===== config.mk =====
export PLATFORM = sky130hd
export DESIGN_NAME = imu_frame_deframer_crc32
export DESIGN_NICKNAME = d
export VERILOG_FILES = /design/src/rtl/ifdc_pkg.sv /design/src/rtl/imu_frame_deframer_crc32.sv /design/src/rtl/ifdc_pbuf.sv
export SDC_FILE = /design/constraint.sdc
export NUM_CORES = 1
export LEC_CHECK = 0
export ABC_AREA = 1
export BUFFER_PORTS_ARGS = -buffer_cell sky130_fd_sc_hd__buf_2
export CORE_UTILIZATION = 60
export CTS_CLUSTER_DIAMETER = 80
export DETAILED_ROUTE_END_ITERATION = 8
export GPL_TIMING_DRIVEN = 1
export HOLD_SLACK_MARGIN = 0.1
export PLACE_DENSITY = 0.77
export SYNTH_ARGS = -nofsm -noshare
export SYNTH_HDL_FRONTEND = slang
export SYNTH_SLANG_ARGS = --single-unit

===== constraint.sdc =====
create_clock -name i_clk -period 6.65 [get_ports i_clk]
set_clock_uncertainty 0.15 [all_clocks]
set_input_delay 1.33 -clock i_clk [delete_from_list [all_inputs] [get_ports i_clk]]
set_output_delay 1.33 -clock i_clk [all_outputs]
set_load 0.005 [all_outputs]

===== src/rtl/ifdc_pkg.sv =====
// shared constants, types and crc helper for the imu frame deframer
package ifdc_pkg;

    localparam int PAYLOAD_BYTES_DEF = 44;
    localparam int HEADER_LEN        = 5;
    localparam int CHECK_LEN         = 4;

    localparam int KIND_W  = 2;
    localparam int DATA_W  = 8;
    localparam int INDEX_W = 6;
    localparam int LIMIT_W = 5;

    localparam logic [DATA_W-1:0]  SYNC_BYTE = 8'hAA;
    localparam logic [31:0]        CRC_POLY  = 32'hEDB88320;
    localparam logic [31:0]        CRC_INIT  = 32'h0000_0001;

    localparam logic [LIMIT_W-1:0] LIMIT_RESET  = 5'd20;
    localparam logic [LIMIT_W-1:0] LOSS_SAT     = 5'd30;
    localparam logic [LIMIT_W-1:0] LOSS_MAX     = 5'd31;
    localparam logic [LIMIT_W-1:0] LOSS_RESTART = 5'd1;

    localparam logic OP_BYTE = 1'b0;
    localparam logic OP_TICK = 1'b1;

    typedef enum logic [KIND_W-1:0] {
        KIND_PAYLOAD = 2'd0,
        KIND_BAD_HDR = 2'd1,
        KIND_CRC_ERR = 2'd2,
        KIND_LINK    = 2'd3
    } t_kind;

    typedef struct packed {
        logic               busy;
        logic [INDEX_W-1:0] rd_idx;
    } t_drain_st;

    function automatic logic [DATA_W-1:0] hdr_byte(input logic [2:0] pos);
        logic [DATA_W-1:0] v;
        unique case (pos)
            3'd1:    v = 8'h55;
            3'd2:    v = 8'h02;
            3'd3:    v = 8'h00;
            3'd4:    v = 8'h2C;
            3'd5:    v = 8'h00;
            default: v = 8'h00;
        endcase
        return v;
    endfunction

    function automatic logic [31:0] crc_byte(input logic [31:0] c_in,
                                             input logic [DATA_W-1:0] b);
        logic [31:0] c;
        c = c_in ^ {24'h0, b};
        for (int k = 0; k < 8; k++) begin
            c = {1'b0, c[31:1]} ^ (c[0] ? CRC_POLY : 32'h0);
        end
        return c;
    endfunction

endpackage


===== src/rtl/imu_frame_deframer_crc32.sv =====
// imu frame deframer: sync hunt, header check, crc-32 and payload playback
//
//  channel | direction | handshake          | payload
//  --------+-----------+--------------------+------------------------------------------
//  in      | input     | i_in_valid/o_in_stall   | operation, rx_byte
//  out     | output    | o_out_valid/i_out_stall | kind, data_byte, byte_index, last, link_up
//  cfg     | input     | i_cfg_valid/o_cfg_ready | lost_limit
//
//  one input per cycle unless stalled; header, crc and loss update finish in that cycle
//  a verified frame plays back its payload from the memory, one byte per cycle unless
//  the output stalls, via the read and output registers; the single read port sets it
//  during playback, payload bytes are taken while their memory slot has been read out;
//  ticks and frame ends wait until playback is done
//  an error or status result appears the cycle after its transaction
//  synchronous active-low reset; no memory clearing pass, the payload memory is
//  always written by a frame before it is read
module imu_frame_deframer_crc32
    import ifdc_pkg::*;
#(
    parameter int PAYLOAD_BYTES = PAYLOAD_BYTES_DEF
) (
    input  logic               i_clk,
    input  logic               i_rst_n,
    input  logic               i_in_valid,
    output logic               o_in_stall,
    input  logic               i_in_operation,
    input  logic [DATA_W-1:0]  i_in_rx_byte,
    output logic               o_out_valid,
    input  logic               i_out_stall,
    output logic [KIND_W-1:0]  o_out_kind,
    output logic [DATA_W-1:0]  o_out_data_byte,
    output logic [INDEX_W-1:0] o_out_byte_index,
    output logic               o_out_last,
    output logic               o_out_link_up,
    input  logic               i_cfg_valid,
    output logic               o_cfg_ready,
    input  logic [LIMIT_W-1:0] i_cfg_lost_limit
);

    localparam int IDX_W     = (PAYLOAD_BYTES > 1) ? $clog2(PAYLOAD_BYTES) : 1;
    localparam int FRAME_LEN = 1 + HEADER_LEN + PAYLOAD_BYTES + CHECK_LEN;
    localparam int POS_W     = $clog2(FRAME_LEN + 1);
    localparam int PAY_BASE  = 1 + HEADER_LEN;
    localparam int CHK_BASE  = 1 + HEADER_LEN + PAYLOAD_BYTES;

    logic [LIMIT_W-1:0] r_limit;
    logic [POS_W-1:0]   r_pos,      n_pos;
    logic               r_in_frame, n_in_frame;
    logic               r_hdr_fail, n_hdr_fail;
    logic [31:0]        r_crc,      n_crc;
    logic [31:0]        r_check,    n_check;
    logic [LIMIT_W-1:0] r_loss,     n_loss;
    logic               r_online,   n_online;

    logic               r_out_valid;
    t_kind              r_out_kind;
    logic [DATA_W-1:0]  r_out_data;
    logic [INDEX_W-1:0] r_out_index;
    logic               r_out_last;
    logic               r_out_link;

    t_drain_st          w_st;
    logic               w_q_valid;
    logic [DATA_W-1:0]  w_q_data;
    logic [INDEX_W-1:0] w_q_idx;
    logic               w_q_last;

    logic               w_tick;
    logic               w_in_hdr;
    logic               w_in_pay;
    logic               w_final;
    logic [IDX_W-1:0]   w_pay_idx;
    logic [POS_W-1:0]   w_chk_off;
    logic [31:0]        w_check_full;
    logic               w_good;
    logic               w_has_result;
    logic               w_pay_wr;
    logic               w_wr_ok;
    logic               w_out_free;
    logic               w_acc;
    logic               w_wr_en;
    logic               w_start;
    logic               w_load_single;
    logic               w_move;
    logic [LIMIT_W-1:0] w_loss_inc;
    t_kind              w_single_kind;

    assign o_cfg_ready = 1'b1;

    always_comb begin
        w_tick       = (i_in_operation == OP_TICK);
        w_in_hdr     = (r_pos <= POS_W'(HEADER_LEN));
        w_in_pay     = (r_pos < POS_W'(CHK_BASE));
        w_final      = r_in_frame && (r_pos == POS_W'(FRAME_LEN - 1));
        w_pay_idx    = IDX_W'(r_pos - POS_W'(PAY_BASE));
        w_chk_off    = r_pos - POS_W'(CHK_BASE);
        w_check_full = r_check | ({24'h0, i_in_rx_byte} << {w_chk_off[1:0], 3'b000});
        w_good       = !r_hdr_fail && (r_crc == w_check_full);
        w_has_result = w_tick || w_final;
        w_pay_wr     = !w_tick && r_in_frame && !w_in_hdr && w_in_pay;
        w_wr_ok      = !w_st.busy || (INDEX_W'(w_pay_idx) < w_st.rd_idx);
        w_out_free   = !r_out_valid || !i_out_stall;

        if (w_has_result) begin
            o_in_stall = w_st.busy || !w_out_free;
        end else begin
            o_in_stall = w_pay_wr && !w_wr_ok;
        end

        w_acc         = i_in_valid && !o_in_stall;
        w_wr_en       = w_acc && w_pay_wr;
        w_start       = w_acc && !w_tick && w_final && w_good;
        w_load_single = w_acc && w_has_result && !w_start;
        w_move        = w_q_valid && w_out_free;

        w_loss_inc = (r_loss != LOSS_MAX) ? (r_loss + LIMIT_W'(1)) : r_loss;

        n_pos      = r_pos;
        n_in_frame = r_in_frame;
        n_hdr_fail = r_hdr_fail;
        n_crc      = r_crc;
        n_check    = r_check;
        n_loss     = r_loss;
        n_online   = r_online;

        if (w_acc) begin
            if (w_tick) begin
                n_loss = w_loss_inc;
                if (w_loss_inc > r_limit) begin
                    n_loss   = LOSS_SAT;
                    n_online = 1'b0;
                end
            end else if (!r_in_frame) begin
                if (i_in_rx_byte == SYNC_BYTE) begin
                    n_in_frame = 1'b1;
                    n_pos      = POS_W'(1);
                    n_hdr_fail = 1'b0;
                    n_check    = '0;
                    n_crc      = crc_byte(CRC_INIT, i_in_rx_byte);
                end
            end else begin
                if (w_in_hdr) begin
                    if (i_in_rx_byte != hdr_byte(r_pos[2:0])) begin
                        n_hdr_fail = 1'b1;
                    end
                    n_crc = crc_byte(r_crc, i_in_rx_byte);
                end else if (w_in_pay) begin
                    n_crc = crc_byte(r_crc, i_in_rx_byte);
                end else begin
                    n_check = w_check_full;
                end
                n_pos = r_pos + POS_W'(1);
                if (w_final) begin
                    n_in_frame = 1'b0;
                    n_pos      = '0;
                    if (w_good) begin
                        n_online = 1'b1;
                        n_loss   = LOSS_RESTART;
                    end
                end
            end
        end

        if (w_tick) begin
            w_single_kind = KIND_LINK;
        end else if (r_hdr_fail) begin
            w_single_kind = KIND_BAD_HDR;
        end else begin
            w_single_kind = KIND_CRC_ERR;
        end
    end

    always_ff @(posedge i_clk) begin
        if (!i_rst_n) begin
            r_limit    <= LIMIT_RESET;
            r_pos      <= '0;
            r_in_frame <= 1'b0;
            r_hdr_fail <= 1'b0;
            r_crc      <= CRC_INIT;
            r_check    <= '0;
            r_loss     <= LOSS_RESTART;
            r_online   <= 1'b0;
        end else begin
            if (i_cfg_valid && o_cfg_ready) begin
                r_limit <= i_cfg_lost_limit;
            end
            r_pos      <= n_pos;
            r_in_frame <= n_in_frame;
            r_hdr_fail <= n_hdr_fail;
            r_crc      <= n_crc;
            r_check    <= n_check;
            r_loss     <= n_loss;
            r_online   <= n_online;
        end
    end

    // output register, fed by status results or by playback
    always_ff @(posedge i_clk) begin
        if (!i_rst_n) begin
            r_out_valid <= 1'b0;
        end else if (w_load_single || w_move) begin
            r_out_valid <= 1'b1;
        end else if (!i_out_stall) begin
            r_out_valid <= 1'b0;
        end
    end

    always_ff @(posedge i_clk) begin
        if (w_load_single) begin
            r_out_kind  <= w_single_kind;
            r_out_data  <= '0;
            r_out_index <= '0;
            r_out_last  <= 1'b1;
            r_out_link  <= n_online;
        end else if (w_move) begin
            r_out_kind  <= KIND_PAYLOAD;
            r_out_data  <= w_q_data;
            r_out_index <= w_q_idx;
            r_out_last  <= w_q_last;
            r_out_link  <= 1'b1;
        end
    end

    ifdc_pbuf #(
        .PAYLOAD_BYTES (PAYLOAD_BYTES)
    ) u_pbuf (
        .i_clk     (i_clk),
        .i_rst_n   (i_rst_n),
        .i_wr_en   (w_wr_en),
        .i_wr_idx  (w_pay_idx),
        .i_wr_data (i_in_rx_byte),
        .i_start   (w_start),
        .i_take    (w_move),
        .o_st      (w_st),
        .o_q_valid (w_q_valid),
        .o_q_data  (w_q_data),
        .o_q_idx   (w_q_idx),
        .o_q_last  (w_q_last)
    );

    assign o_out_valid      = r_out_valid;
    assign o_out_kind       = r_out_kind;
    assign o_out_data_byte  = r_out_data;
    assign o_out_byte_index = r_out_index;
    assign o_out_last       = r_out_last;
    assign o_out_link_up    = r_out_link;

    a_no_collide: assert property (@(posedge i_clk) disable iff (!i_rst_n)
        !(w_load_single && w_move))
        else $error("status result and playback byte loaded together");

    a_wr_behind_rd: assert property (@(posedge i_clk) disable iff (!i_rst_n)
        (w_wr_en && w_st.busy) |-> (INDEX_W'(w_pay_idx) < w_st.rd_idx))
        else $error("payload write overtakes playback read");

    a_loss_nonzero: assert property (@(posedge i_clk) disable iff (!i_rst_n)
        r_loss != '0)
        else $error("loss counter reached zero");

    a_last_index: assert property (@(posedge i_clk) disable iff (!i_rst_n)
        (r_out_valid && r_out_kind == KIND_PAYLOAD && r_out_last)
            |-> (r_out_index == INDEX_W'(PAYLOAD_BYTES - 1)))
        else $error("last payload byte at wrong index");

    a_start_online: assert property (@(posedge i_clk) disable iff (!i_rst_n)
        w_start |=> (r_online && r_loss == LOSS_RESTART))
        else $error("verified frame did not bring link up");

endmodule


===== src/rtl/ifdc_pbuf.sv =====
// payload memory with read sequencer that plays back a verified frame
module ifdc_pbuf
    import ifdc_pkg::*;
#(
    parameter int PAYLOAD_BYTES = PAYLOAD_BYTES_DEF
) (
    input  logic               i_clk,
    input  logic               i_rst_n,
    input  logic               i_wr_en,
    input  logic [((PAYLOAD_BYTES > 1) ? $clog2(PAYLOAD_BYTES) : 1)-1:0] i_wr_idx,
    input  logic [DATA_W-1:0]  i_wr_data,
    input  logic               i_start,
    input  logic               i_take,
    output t_drain_st          o_st,
    output logic               o_q_valid,
    output logic [DATA_W-1:0]  o_q_data,
    output logic [INDEX_W-1:0] o_q_idx,
    output logic               o_q_last
);

    localparam int IDX_W = (PAYLOAD_BYTES > 1) ? $clog2(PAYLOAD_BYTES) : 1;
    localparam int CNT_W = $clog2(PAYLOAD_BYTES + 1);

    logic [DATA_W-1:0] mem [PAYLOAD_BYTES];

    logic              r_active;
    logic [CNT_W-1:0]  r_rd_idx;
    logic              r_pend;
    logic [DATA_W-1:0] r_q_data;
    logic [IDX_W-1:0]  r_q_idx;
    logic              r_q_last;
    logic              w_rd_en;
    logic [IDX_W-1:0]  w_addr;

    assign w_addr  = r_rd_idx[IDX_W-1:0];
    assign w_rd_en = r_active && (!r_pend || i_take);

    always_ff @(posedge i_clk) begin
        if (i_wr_en) begin
            mem[i_wr_idx] <= i_wr_data;
        end
    end

    always_ff @(posedge i_clk) begin
        if (w_rd_en) begin
            r_q_data <= mem[w_addr];
            r_q_idx  <= w_addr;
            r_q_last <= (r_rd_idx == CNT_W'(PAYLOAD_BYTES - 1));
        end
    end

    always_ff @(posedge i_clk) begin
        if (!i_rst_n) begin
            r_active <= 1'b0;
            r_rd_idx <= '0;
            r_pend   <= 1'b0;
        end else begin
            if (i_start) begin
                r_active <= 1'b1;
                r_rd_idx <= '0;
            end else if (w_rd_en) begin
                r_rd_idx <= r_rd_idx + CNT_W'(1);
                if (r_rd_idx == CNT_W'(PAYLOAD_BYTES - 1)) begin
                    r_active <= 1'b0;
                end
            end
            r_pend <= w_rd_en || (r_pend && !i_take);
        end
    end

    assign o_st.busy   = r_active || r_pend;
    assign o_st.rd_idx = INDEX_W'(r_rd_idx);
    assign o_q_valid   = r_pend;
    assign o_q_data    = r_q_data;
    assign o_q_idx     = INDEX_W'(r_q_idx);
    assign o_q_last    = r_q_last;

    a_start_idle: assert property (@(posedge i_clk) disable iff (!i_rst_n)
        i_start |-> !(r_active || r_pend))
        else $error("playback started while busy");

    a_take_valid: assert property (@(posedge i_clk) disable iff (!i_rst_n)
        i_take |-> r_pend)
        else $error("read data taken while none pending");

    a_hold_q: assert property (@(posedge i_clk) disable iff (!i_rst_n)
        (r_pend && !i_take) |=> (r_pend && $stable(r_q_data)))
        else $error("pending read data changed before it was taken");

endmodule

; ---- Word level (Yosys, flattened, before mapping)
; Memory sizes are Yosys's and may differ from the RTL's. A register that Yosys moved wholly into a read port is not among the register bits.
; Index checks and enable logic that the tools add are counted.
[op_classes]
shifts = 1
addsub = 5
order_cmp = 4
n_eq_ne = 15
bitwise_logic = 20
n_reduce_logical = 51
mux = 65
[op_table]
columns = cell, count
row1 = $mux W32, 24
row2 = $xor A31 B32 Y32, 15
row3 = $eq A32 B32 Y1, 1
row4 = $mux W8, 4
row5 = $or A32 B32 Y32, 1
row6 = $shl A8 B5 Y32, 1
row7 = $xor A32 B8 Y32, 1
row8 = $xor A7 B32 Y32, 1
row9 = $mux W5, 6
row10 = $mux W1, 23
row11 = $pmux W7 S3, 1
row12 = $mux W6, 3
row13 = $logic_and A1 B1 Y1, 16
row14 = $reduce_bool A2 Y1, 7
row15 = $add A6 B1 Y6 const B, 2
row16 = $eq A6 B6 Y1 const B, 2
row17 = $logic_not A1 Y1, 12
row18 = $reduce_and A5 Y1, 2
row19 = $eq A8 B8 Y1 const B, 1
row20 = $logic_or A1 B1 Y1, 8
row21 = $mux W2, 4
row22 = $ne A8 B8 Y1, 1
row23 = $reduce_and A4 Y1, 2
row24 = $le A6 B3 Y1 const B, 1
row25 = 17 further kinds, 22
[totals]
memories = 1
reg_bits = 117
input_bits = 19
ram_bits = 352
[memory_table]
columns = memory, depth, word_bits, rd, rd_ports_with_merged_regs, wr, line
row1 = u_pbuf.mem, 44, 8, 1, 1, 1, ifdc_pbuf.sv:24  ; logic [DATA_W-1:0] mem [PAYLOAD_BYTES];

; ---- Longest topological paths before layout
; Gate-level depths: netlist of run 1.
[depth]
depth_word = 20
depth_mapped = 19
ltp_nobuf = 18

; ---- Modules after synthesis
; From an unflattened synthesis of run 1, not the netlist that was laid out.
[unflattened]
cells_unflattened = 2524
area_unflattened_um2 = 22954.5
[modules_own_cells]
columns = module, n_inst, seq_area_each_um2, area_per_inst_um2, cells_per_inst
row1 = ifdc_pbuf, 1, 11180.7, 15676.3, 1408
row2 = imu_frame_deframer_crc32, 1, 2072.0, 7278.2, 1116

; ---- Worst setup path before layout of run 1
; OpenSTA, ideal clock, no wires.
[synth_path]
path_kind = reg2reg
from = register r_pos[1]
to = memory u_pbuf.mem[42][0] (enable)
setup_slack_ps = 2757
setup_time_ps = 395
arrival_time_ps = 3349
path_buffers = 2
required_ps = 6105
period_less_slack_ps = 3893
path_stages_with_launch = 19
cell_sequence = dfxtp_1 > buf_6 > inv_6 > buf_6 > o21ai_0 > xor2_1 > inv_1 > ha_1 > nand2_1 > inv_1 > nand2_1 > nand2_1 > a21oi_1 > o21ai_2 > nor2_4 > nand2_1 > inv_1 > nand3_1 > nor4_1
[synth_via]
elab_chain_cells = 11
[synth_lines]
columns = item, line
row1 = from (decl), imu_frame_deframer_crc32.sv:47  ; logic [POS_W-1:0] r_pos, n_pos;
row2 = from (signal assigned), imu_frame_deframer_crc32.sv:187  ; r_pos <= n_pos;
row3 = $sub A6 B3 Y6 / $le A6 B3 Y1 (equally long branches), "imu_frame_deframer_crc32.sv:95, imu_frame_deframer_crc32.sv:92"
row4 = $lt A6 B6 Y1 / $logic_not A1 Y1 (equally long branches), "imu_frame_deframer_crc32.sv:101, imu_frame_deframer_crc32.sv:100"
row5 = $logic_or A1 B1 Y1 / $logic_and A1 B1 Y1 (equally long branches), "imu_frame_deframer_crc32.sv:101, imu_frame_deframer_crc32.sv:100"
row6 = $logic_not A1 Y1 / $logic_and A1 B1 Y1 (equally long branches), "imu_frame_deframer_crc32.sv:107, imu_frame_deframer_crc32.sv:100"
row7 = $logic_and A1 B1 Y1, imu_frame_deframer_crc32.sv:107  ; o_in_stall = w_pay_wr && !w_wr_ok;
row8 = $mux W1 (*), imu_frame_deframer_crc32.sv:104  ; if (w_has_result) begin
row9 = via o_in_stall, imu_frame_deframer_crc32.sv:25  ; output logic o_in_stall,
row10 = $logic_not A1 Y1 (*), imu_frame_deframer_crc32.sv:110  ; w_acc = i_in_valid && !o_in_stall;
row11 = $logic_and A1 B1 Y1 (*), imu_frame_deframer_crc32.sv:110
row12 = $logic_and A1 B1 Y1 (*), imu_frame_deframer_crc32.sv:111  ; w_wr_en = w_acc && w_pay_wr;
row13 = $mux W1 (*), ifdc_pbuf.sv:39  ; if (i_wr_en) begin
row14 = $mux W1 (implied by the code) (*), ifdc_pbuf.sv:40  ; mem[i_wr_idx] <= i_wr_data;
row15 = to (decl), ifdc_pbuf.sv:24
; Mark *: on every way through the listed nets, which the timed path passes. The rest lies on a longest branch.

; ---- Worst setup path in the final report of run 1
[layout_path]
from = register r_pos[1]
to = memory u_pbuf.mem[34][6] (enable)
[layout_via]
elab_chain_cells = 11
[layout_lines]
columns = item, line
row1 = $sub A6 B3 Y6 / $le A6 B3 Y1 (equally long branches), "imu_frame_deframer_crc32.sv:95, imu_frame_deframer_crc32.sv:92"
row2 = $lt A6 B6 Y1 / $logic_not A1 Y1 (equally long branches), "imu_frame_deframer_crc32.sv:101, imu_frame_deframer_crc32.sv:100"
row3 = $logic_or A1 B1 Y1 / $logic_and A1 B1 Y1 (equally long branches), "imu_frame_deframer_crc32.sv:101, imu_frame_deframer_crc32.sv:100"
row4 = $logic_not A1 Y1 / $logic_and A1 B1 Y1 (equally long branches), "imu_frame_deframer_crc32.sv:107, imu_frame_deframer_crc32.sv:100"
row5 = $logic_and A1 B1 Y1, imu_frame_deframer_crc32.sv:107
row6 = $mux W1, imu_frame_deframer_crc32.sv:104
row7 = $logic_not A1 Y1, imu_frame_deframer_crc32.sv:110
row8 = $logic_and A1 B1 Y1, imu_frame_deframer_crc32.sv:110
row9 = $logic_and A1 B1 Y1, imu_frame_deframer_crc32.sv:111
row10 = $mux W1, ifdc_pbuf.sv:39
row11 = $mux W1 (implied by the code), ifdc_pbuf.sv:40
; Parallel ways exist; a longest one is shown, timed or not.

==> flow_summary.json, run 1 <==
{
  "hold_path.startpoint": "r_check[25]$_SDFFE_PN0P_",
  "placement_rows": 69,
  "timing.critical_path.mode_cell": "sky130_fd_sc_hd__nand2_1",
  "achievable-frequency_mhz": 201,
  "layout.filler_cells": 2794,
  "swShare_pct": 22.1,
  "synth_area_per_cell_sq_um": 10.0,
  "drv.max_cap_violation_count": 0,
  "synth_seq_cells": 477,
  "detailedRoute.firstPassIterationCount": 6,
  "synth.net_count": 2251,
  "clock_tree.buffer_depth": 3,
  "internal_power_mw": 4.69,
  "synthTopCellsByArea": "sky130_fd_sc_hd__edfxtp_1, sky130_fd_sc_hd__dfxtp_1, sky130_fd_sc_hd__nor2_1",
  "holdPathStages": 2,
  "via_count_of_the_first_global_routing_pass": 15800,
  "chipHeight_microns": 194,
  "synthDominantCellAreaShare_pct": 50.3,
  "syn_inst_count": 2208,
  "synthDistinctLibCells": 58,
  "cp_num_buf_inv": 5,
  "antenna_violating_nets_post_route": 0,
  "first_iter_violations": 1804,
  "power.share.clock_pct": 41.9,
  "synth_to_final_area_change_pct": 7.93,
  "switching_power_mw": 1.33,
  "clk-insertion-delay-late_ns": 0.59,
  "rsz0062_at_grt": "no",
  "synth_most_common_cell": "sky130_fd_sc_hd__edfxtp_1",
  "finish.utilization_pct": 66.4,
  "final.setup.tns_ns": 0,
  "grt_use_total_pct": 30.9,
  "cts_num_sinks": 477,
  "die_area_sq_um": 37600,
  "dp_hpwl_microns": 36600,
  "share_seq_of_total_power_pct": 53.4,
  "irDropWorstVdd_mv": 0.225,
  "detail_route.vias_per_cell": 6.21,
  "synth_enable_flop_cells": 370,
  "grt_overflow": 0,
  "cts_buffers": 48,
  "static-leakage-power_nw": 8.55,
  "grt_max_degree": 112,
  "finish.net_count": 2235,
  "reg2reg_to": "u_pbuf.mem[34][6]$_DFFE_PP_",
  "post_dp_cell_area_sq_um": 22400,
  "slew_headroom_pct": 32.3,
  "timing_max_transition_violations_final": 0,
  "drt_wl_total_microns": 58200,
  "post-cts-setup-buffers": 0,
  "sequential_element_share_of_the_synthesized_area_pct": 60.0,
  "crit_slowest_cell": "sky130_fd_sc_hd__nor2_1",
  "prevailing_post_synth_register_cell": "sky130_fd_sc_hd__edfxtp_1",
  "cts.reportedPaths.clkPinSlew_ns": 0.06,
  "pwr_density_cell_nw_per_um2": 252,
  "setup.worst_path.start_class": "register",
  "route.vias.total": 16700,
  "synth_largest_area_cell": "sky130_fd_sc_hd__edfxtp_1",
  "grt_pass1_wl_microns": 89300,
  "r2r_start": "r_pos[1]$_SDFFE_PN0P_",
  "worst_setup_path_end_kind": "register",
  "timing.final.hold_violations": 0,
  "ports": 40,
  "multi_input_gate_area_sq_um": 7700,
  "htreeDepth": 2,
  "gpl.final_weighted_congestion": 0.889,
  "power.combinational.fraction_pct": 4.8,
  "finish.cell_count_without_fillers": 2692,
  "path_class": "reg -> reg",
  "timing.critical_path.fanout_max": 23,
  "root_buffer_cell": "sky130_fd_sc_hd__clkbuf_16",
  "critPathMaxStageDelay_ns": 0.71,
  "hold_path_class": "reg -> reg",
  "async_s_r_ff_share_synth_pct": 0,
  "r2r_setup_slack_ns": 1.66,
  "synth_common_cells": "sky130_fd_sc_hd__edfxtp_1, sky130_fd_sc_hd__nor2_1, sky130_fd_sc_hd__nand2_1",
  "drive_gt1_share_pct": 8.47,
  "post_cts_resize_count": 0,
  "status": "completed",
  "post_synth_instance_area_sq_um": 22100,
  "layout_worst_path_cycle_share_pct": 75.0,
  "cp.required_ns": 6.71,
  "worst-r2r-cell-count": 17,
  "finalCriticalPeriod_ns": 4.99,
  "wire_per_inst_microns": 21.6,
  "synth-warning-count": 0,
  "path_delay_family": "simple AND/OR/NAND/NOR gates",
  "area.sequential_sq_um": 13300,
  "initial_core_util_pct": 61.5,
  "insertedDiodeCount": 0,
  "final_cell_area_sq_um": 23900,
  "cp_data_arrival_time_ns": 5.05,
  "worstMarginPinSlew_ns": 1.02,
  "hold_path_end": "r_check[25]$_SDFFE_PN0P_",
  "core_area_sq_um": 35900,
  "dieWidth_microns": 194,
  "finalSetupViolations": 0,
  "place_inst": 2603,
  "hold_buffers": 0,
  "tritoncts": "yes",
  "timing.critical_path.cells": "buf_4 > inv_6 > o21ai_0 > xor2_1 > inv_1 > ha_1 > nand2_1 > inv_1 > nand2_1 > nand2_1 > a21oi_1 > o21ai_2 > nor2_4 > nand2_1 > inv_1 > nand3_1 > nor2_1",
  "io_buffer_count": 38,
  "post-route-drc-count": 0,
  "grt_antenna_before_repair": 0
}
==> flip-flops by register name, summed over array words and instances (netlist names), 5 cells and up <==
register,flops
r_pos,6
o_out_byte_index,6
r_limit,5
u_pbuf.o_q_data,8
u_pbuf.r_rd_idx,6
r_check,32
u_pbuf.mem,352
u_pbuf.o_q_idx,6
r_crc,32
o_out_data_byte,8
r_loss,5
==> power groups by stage <==
stage	Clock [mW]	Sequential, mW	Combinational (mW)
final	2.52	3.21	0.287
after global routing	2.64	3.21	0.312
after CTS	2.53	3.21	0.282
after detailed placement	0	3.28	0.279
after global placement	0	3.28	0.276
after floorplan	0	3.28	0.178
==> worst min-delay path: stages (launching register included) <==
cell	delay, ns
sky130_fd_sc_hd__dfxtp_1	0.31
sky130_fd_sc_hd__inv_1	0.05
sky130_fd_sc_hd__a21oi_1	0.05
==> final cells by class <==
| class | instances | share of cell area [%] |
|---|---|---|
| multi-input cells | 1467 | 32.3 |
| flip-flops and latches | 477 | 55.6 |
| well taps | 461 | 2.42 |
| repair buffers | 60 | 1.49 |
| inverters | 138 | 2.23 |
| clock inverters | 25 | 0.640 |
| clock buffers | 64 | 5.38 |
==> placed cells by master (no fill, tap or decap), drive strengths merged, types with 60 or more instances in the layout <==
master / synthesis / final
a21oi: 121 / 121
buf: 41 / 60
clkbuf: 85 / 64
dfxtp: 107 / 107
edfxtp: 370 / 370
inv: 133 / 138
nand2: 313 / 313
nand3: 102 / 102
nor2: 337 / 337
o21ai: 296 / 296
o22ai: 69 / 69
xor2: 75 / 75
==> metal layers <==
metal  part of all wire, %  track usage, %  wire, microns  up-vias
met5                     0               0              0        -
met4                   4.8            15.5           2790        0
met3                   9.4            5.29           5450      165
met2                    47            50.0          27300      920
met1                    39            40.3          22700     7955
li1                      -               -              -     7681
==> cells by family after synthesis <==
| family | synth area share [%] |
|---|---|
| buf+inv | 5.21 |
| compound gates | 14.0 |
| flops | 60.0 |
| mux | 0.0453 |
| simple gates | 15.2 |
| fa+ha+maj | 1.36 |
| other cells | 0.0170 |
| xor+xnor | 4.21 |
==> worst max-delay path by stage <==
stage	from	endpoint	cells past startpoint	slack (ns)
detailed placement	r_pos[1]$_SDFFE_PN0P_	u_pbuf.mem[34][3]$_DFFE_PP_	17	1.74
floorplan	r_pos[1]$_SDFFE_PN0P_	u_pbuf.mem[42][0]$_DFFE_PP_	18	2.76
CTS	r_pos[1]$_SDFFE_PN0P_	u_pbuf.mem[18][6]$_DFFE_PP_	17	1.74
finish	r_pos[1]$_SDFFE_PN0P_	u_pbuf.mem[34][6]$_DFFE_PP_	17	1.66
global placement	r_pos[1]$_SDFFE_PN0P_	u_pbuf.mem[34][5]$_DFFE_PP_	17	1.95
global route	r_pos[1]$_SDFFE_PN0P_	u_pbuf.mem[18][6]$_DFFE_PP_	17	1.38
==> per-stage QoR <==
step	worst slack (ns)	power [mW]	hold slack, ns
after floorplan	2.76	3.45	0.256
after global placement	1.95	3.55	0.295
after detailed placement	1.74	3.56	0.301
after CTS	1.74	6.02	0.310
after global routing	1.38	6.17	0.319
final	1.66	6.02	0.307
No activity file was read; power rests on OpenSTA's default activity.
==> run 2, diff against run 1 <==
- ABC_AREA: 1 -> 0
- clock period: 6.65 -> 4.7 ns (I/O delays scaled with it)
==> run 2 against run 1 <==
  * Synthesized area down 5.0%
  * Via count down 22%
  * Flip-flop and latch count did not move
  * First-iteration DRC count decreased by 21%
  * Critical path type unchanged
==> flow_summary.json, run 2 <==
{
  "finalSetupViolations": 0,
  "post-route-drc-count": 0,
  "synth_area_per_cell_sq_um": 14.2,
  "synth_enable_flop_cells": 370,
  "initial_core_util_pct": 60.9,
  "clock_tree.buffer_depth": 3,
  "drt_wl_total_microns": 52000,
  "path_class": "reg -> reg",
  "setup.worst_path.start_class": "register",
  "async_s_r_ff_share_synth_pct": 0,
  "synthDominantCellAreaShare_pct": 52.9,
  "detail_route.vias_per_cell": 6.40,
  "layout_worst_path_cycle_share_pct": 94.0,
  "route.vias.total": 13000,
  "synth_to_final_area_change_pct": 11.3,
  "hold_buffers": 0,
  "post_synth_instance_area_sq_um": 21000,
  "grt_pass1_wl_microns": 79000,
  "cts.reportedPaths.clkPinSlew_ns": 0.06,
  "worst-r2r-cell-count": 10,
  "cts_buffers": 47,
  "timing.final.hold_violations": 0,
  "grt_use_total_pct": 30.0,
  "detailedRoute.firstPassIterationCount": 5,
  "layout.filler_cells": 2299,
  "final.setup.tns_ns": 0,
  "synthTopCellsByArea": "sky130_fd_sc_hd__edfxtp_1, sky130_fd_sc_hd__mux4_2, sky130_fd_sc_hd__dfxtp_1",
  "max_flop_register": "u_pbuf.mem",
  "final_common_cell": "sky130_fd_sc_hd__edfxtp_1",
  "synth_largest_area_cell": "sky130_fd_sc_hd__edfxtp_1",
  "syn_inst_count": 1480,
  "insertedDiodeCount": 0,
  "status": "completed",
  "dieWidth_microns": 189,
  "cp_data_arrival_time_ns": 4.48,
  "finish.utilization_pct": 67.8,
  "synth_seq_cells": 477,
  "max_reg_flops": 352,
  "timing_max_transition_violations_final": 0,
  "ports": 40,
  "post_dp_cell_area_sq_um": 21800,
  "worstMarginPinSlew_ns": 0.962,
  "synthDistinctLibCells": 75,
  "rsz0062_at_grt": "no",
  "core_area_sq_um": 34500,
  "finish.net_count": 1583,
  "htreeDepth": 2,
  "cp.required_ns": 4.76,
  "drive_gt1_share_pct": 19.4,
  "timing.critical_path.fanout_max": 8,
  "worst_setup_path_end_kind": "register",
  "tritoncts": "yes",
  "grt_overflow": 0,
  "sequential_element_share_of_the_synthesized_area_pct": 63.1,
  "root_buffer_cell": "sky130_fd_sc_hd__clkbuf_16",
  "irDropWorstVdd_mv": 0.382,
  "finalCriticalPeriod_ns": 4.42,
  "chipHeight_microns": 189,
  "r2r_setup_slack_ns": 0.28,
  "final_cell_area_sq_um": 23400,
  "holdPathStages": 2,
  "io_buffer_count": 38,
  "slew_headroom_pct": 35.9,
  "via_count_of_the_first_global_routing_pass": 12800,
  "placement_rows": 68,
  "largestRegisters": "u_pbuf.mem: 352 flops, r_check: 32 flops, r_crc: 32 flops",
  "cts_num_sinks": 477,
  "antenna_violating_nets_post_route": 0,
  "synth-warning-count": 0,
  "most-common-layout-cells": "sky130_fd_sc_hd__edfxtp_1, sky130_fd_sc_hd__nor2_1, sky130_fd_sc_hd__nand2_1, sky130_fd_sc_hd__xnor2_1",
  "dp_hpwl_microns": 32500,
  "static-leakage-power_nw": 7.56,
  "synth.net_count": 1523,
  "synth_common_cells": "sky130_fd_sc_hd__edfxtp_1, sky130_fd_sc_hd__nor2_1, sky130_fd_sc_hd__nand2_1",
  "achievable-frequency_mhz": 226,
  "synth_most_common_cell": "sky130_fd_sc_hd__edfxtp_1",
  "gpl.final_weighted_congestion": 0.913,
  "grt_max_degree": 66,
  "clk-insertion-delay-late_ns": 0.58,
  "prevailing_post_synth_register_cell": "sky130_fd_sc_hd__edfxtp_1",
  "die_area_sq_um": 35700,
  "first_iter_violations": 1419,
  "drv.max_cap_violation_count": 0,
  "hold_path_class": "reg -> reg",
  "wire_per_inst_microns": 25.6,
  "pwr_density_cell_nw_per_um2": 373,
  "grt_antenna_before_repair": 6
}
## run 2: cell types whose count changed in the layout (fill, tap and decap cells not counted), sizes merged, moves of 40 or more
cell	previous run	this run
mux4	0	104
o22ai	69	4
inv	138	33
nor2	337	136
nand3	102	16
o21ai	296	24
buf	60	100
nand2	313	126
xnor2	23	109
## run 2: worst paths after layout
kind                                             from                           to
worst max-delay path            r_pos[1]$_SDFFE_PN0P_  u_pbuf.mem[37][2]$_DFFE_PP_
worst min-delay path              r_online$_SDFF_PN0_          r_online$_SDFF_PN0_
worst max register to register  r_pos[1]$_SDFFE_PN0P_  u_pbuf.mem[37][2]$_DFFE_PP_
worst min register to register    r_online$_SDFF_PN0_          r_online$_SDFF_PN0_
## run 2: worst max-delay path: stages (launching register included)
cell	delay, ns
sky130_fd_sc_hd__dfxtp_1	0.49
sky130_fd_sc_hd__ha_1	0.27
sky130_fd_sc_hd__xor2_1	0.29
sky130_fd_sc_hd__inv_1	0.15
sky130_fd_sc_hd__ha_1	0.29
sky130_fd_sc_hd__and3_1	0.17
sky130_fd_sc_hd__a221oi_1	0.49
sky130_fd_sc_hd__a21oi_1	0.24
sky130_fd_sc_hd__nor4_1	0.53
sky130_fd_sc_hd__nand2_1	0.38
sky130_fd_sc_hd__nor2_1	0.59
## run 2: where the power goes
group          internal, mW  total [mW]  switching, mW
clock network          2.18        3.78           1.59
registers              4.54        4.55        0.00755
logic                 0.143       0.388          0.245
## run 2: cells by family (layout without fill, tap and decap cells)
logic type | after synthesis | after routing | share of synthesized area, %
flip-flops | 477 | 477 | 63.1
AND/OR/NAND/NOR | 357 | 357 | 7.63
AO/OA/AOI/OAI | 224 | 224 | 6.80
XOR/XNOR | 156 | 156 | 6.65
buffers and inverters | 123 | 219 | 2.51
multiplexers | 118 | 118 | 11.8
adder cells (fa/ha/maj) | 24 | 24 | 1.43
other | 1 | 1 | 0.0179
## run 2: metrics by stage
| stage | power, mW | hold WS, ns | worst slack, ns | instances |
|---|---|---|---|---|
| CTS | 8.74 | 0.309 | 0.301 | 2031 |
| floorplan | 4.89 | 0.256 | 0.530 | 1480 |
| global placement | 5.01 | 0.280 | 0.618 | 1946 |
| finish | 8.71 | 0.307 | 0.282 | 2031 |
| global route | 8.92 | 0.336 | 0.0273 | 2031 |
| detailed placement | 5.02 | 0.294 | 0.428 | 1946 |
## run 2: area by class of cell
cell class	count	area, sq um	area share (%)
Inverter	34	128	0.546
Multi-Input combinational cell	880	7230	31.0
Clock buffer	55	1220	5.20
Tap cell	455	569	2.44
Timing Repair Buffer	100	656	2.81
Clock inverter	30	305	1.31
Sequential cell	477	13300	56.7
## run 2: timing repair
action,CTS,global route
hold endpoints to repair,0,0
gates resized for setup,0,6
setup buffers,0,0
endpoints found under the setup margin,0,39
## run 2: layer usage
metal  vias up  global-route usage (%)  share of wire (%)
met1      6467                    41.5                 39
met5         -                       0               0.11
met4         8                    11.5                3.5
li1       5658                       -                  -
met2       747                    46.6                 47
met3       125                    6.91                9.9
==> run 3, diff against run 2 <==
- CORE_ASPECT_RATIO: default -> 0.6
- clock period: 4.7 -> 4.75 ns (I/O delays scaled with it)
==> run 3 against run 2 <==
  * Worst setup slack lost 0.0067 ns
  * Highest routed layer unchanged
  * Critical path depth increased by 3
  * Core utilization grew 0.67 points
  * Global-route usage grew 0.62 points
  * Die area about the same
  * Flip-flop and latch count unchanged
==> flow_summary.json, run 3 (same netlist as run 2, synthesis figures left out) <==
{
  "status": "completed",
  "max_flop_register": "u_pbuf.mem",
  "hold_path_class": "reg -> reg",
  "total_power_of_the_final_layout_mw": 8.28,
  "die_area_sq_um": 35800,
  "chipHeight_microns": 147,
  "drv.max_cap_violation_count": 0,
  "grt_overflow": 0,
  "clk-insertion-delay-late_ns": 0.56,
  "initial_core_util_pct": 61.6,
  "grt_antenna_before_repair": 6,
  "largestRegisters": "u_pbuf.mem: 352 flops, r_check: 32 flops, r_crc: 32 flops",
  "swShare_pct": 21.4,
  "finalCriticalPeriod_ns": 4.48,
  "timing.critical_path.cells": "buf_4 > inv_2 > ha_1 > ha_1 > a21oi_1 > o21ai_0 > a221oi_1 > a21oi_2 > or2_1 > a21oi_4 > buf_4 > nor2_1 > a211oi_1",
  "cts.reportedPaths.clkPinSlew_ns": 0.07,
  "worstMarginPinSlew_ns": 0.898,
  "via_count_of_the_first_global_routing_pass": 12600,
  "layout_worst_path_cycle_share_pct": 94.2,
  "grt_max_degree": 93,
  "dieWidth_microns": 243,
  "share_seq_of_total_power_pct": 54.3,
  "max_reg_flops": 352,
  "route.vias.total": 13200,
  "detail_route.vias_per_cell": 6.44,
  "rsz0062_at_grt": "no",
  "internal_power_mw": 6.51,
  "io_buffer_count": 38,
  "hold_buffers": 0,
  "first_iter_violations": 1890,
  "cts_num_sinks": 477,
  "finalSetupViolations": 0,
  "wire_per_inst_microns": 26.2,
  "power.combinational.fraction_pct": 4.7,
  "slew_headroom_pct": 40.1,
  "cp_data_arrival_time_ns": 4.77,
  "cp.required_ns": 5.05,
  "static-leakage-power_nw": 7.60,
  "gpl.final_weighted_congestion": 0.950,
  "crit_slowest_cell": "sky130_fd_sc_hd__a21oi_4",
  "irDropWorstVdd_mv": 0.296,
  "final_common_cell": "sky130_fd_sc_hd__edfxtp_1",
  "core_area_sq_um": 34100,
  "clock_tree.buffer_depth": 3,
  "path_class": "reg -> reg",
  "achievable-frequency_mhz": 223,
  "most-common-layout-cells": "sky130_fd_sc_hd__edfxtp_1, sky130_fd_sc_hd__nor2_1, sky130_fd_sc_hd__nand2_1, sky130_fd_sc_hd__xnor2_1",
  "placement_rows": 52,
  "dp_hpwl_microns": 35400,
  "pwr_density_cell_nw_per_um2": 355,
  "htreeDepth": 2,
  "ports": 40,
  "timing.final.hold_violations": 0,
  "final.setup.tns_ns": 0,
  "worst-r2r-cell-count": 13,
  "timing_max_transition_violations_final": 0,
  "post_cts_resize_count": 0,
  "cts_buffers": 43,
  "detailedRoute.firstPassIterationCount": 8,
  "finish.net_count": 1597,
  "drt_wl_total_microns": 53700,
  "setup.worst_path.start_class": "register",
  "antenna_violating_nets_post_route": 0,
  "root_buffer_cell": "sky130_fd_sc_hd__clkbuf_16",
  "worst_setup_path_end_kind": "register",
  "grt_pass1_wl_microns": 79900,
  "grt_use_total_pct": 30.6,
  "critPathMaxStageDelay_ns": 0.57,
  "power.share.clock_pct": 40.9,
  "timing.critical_path.fanout_max": 30,
  "holdPathStages": 2,
  "switching_power_mw": 1.77,
  "tritoncts": "yes",
  "post-cts-setup-buffers": 0,
  "synth_to_final_area_change_pct": 11.2,
  "post-route-drc-count": 0,
  "drive_gt1_share_pct": 19.2
}
-- run 3: cell count changes in the layout (fill, tap and decap cells not counted), sizes merged --
cell      before  now
buf          100  118
bufinv         6    3
clkbuf        55   54
clkinv        21   24
clkinvlp       4    0
diode          0    1
inv           33   31
-- run 3: worst paths after layout --
kind | slack, ns | start | end
setup / recovery | 0.27 | r_pos[1]$_SDFFE_PN0P_ | r_crc[11]$_SDFFE_PN0P_
hold / removal | 0.30 | o_out_data_byte[7]$_SDFFE_PP0P_ | o_out_data_byte[7]$_SDFFE_PP0P_
setup reg to reg | 0.27 | r_pos[1]$_SDFFE_PN0P_ | r_crc[11]$_SDFFE_PN0P_
hold reg to reg | 0.30 | o_out_data_byte[7]$_SDFFE_PP0P_ | o_out_data_byte[7]$_SDFFE_PP0P_
-- run 3: final cells by class --
class                      count  area, sq um
antenna                        1         2.50
multi-input combinational    880         7220
clock inverter                24          201
sequential                   477        13300
inverter                      34          128
fill                        2295        10700
timing repair buffer         118          816
tap                          459          574
clock buffer                  54         1150
-- run 3: critical path: cells and delay by family, from the launching register on --
| kind | cells | cell delay, ns |
|---|---|---|
| adders and majority gates | 2 | 0.64 |
| buffers and inverters | 3 | 0.76 |
| and+or+nand+nor | 2 | 0.60 |
| AOI/OAI and AO/OA | 6 | 1.86 |
| DFF | 1 | 0.33 |
-- run 3: layer usage --
metal	GRT usage, %	vias to the layer above	part of all wire [%]
met4	5.88	4	1.5
met3	10.9	85	15
met1	47.2	6527	42
met2	42.0	891	42
met5	0	-	0.037
li1	-	5673	-
-- run 3: power groups by stage --
| stage | logic (mW) | clock network, mW | registers (mW) |
|---|---|---|---|
| floorplan | 0.247 | 0 | 4.59 |
| global placement | 0.376 | 0 | 4.59 |
| detailed placement | 0.383 | 0 | 4.59 |
| CTS | 0.384 | 3.42 | 4.50 |
| global route | 0.418 | 3.60 | 4.50 |
| finish | 0.393 | 3.39 | 4.50 |
-- run 3: stage by stage --
step,worst slack [ns],area [sq um],utilization [%],std cells,hold WS [ns]
after floorplan,0.580,21000,-,1480,0.256
after global placement,0.567,22000,64.5,1968,0.279
after detailed placement,0.436,22000,64.5,1968,0.290
after CTS,0.415,23300,68.5,2046,0.302
after global routing,0.0153,23300,68.5,2046,0.328
final,0.275,23400,68.5,2047,0.301
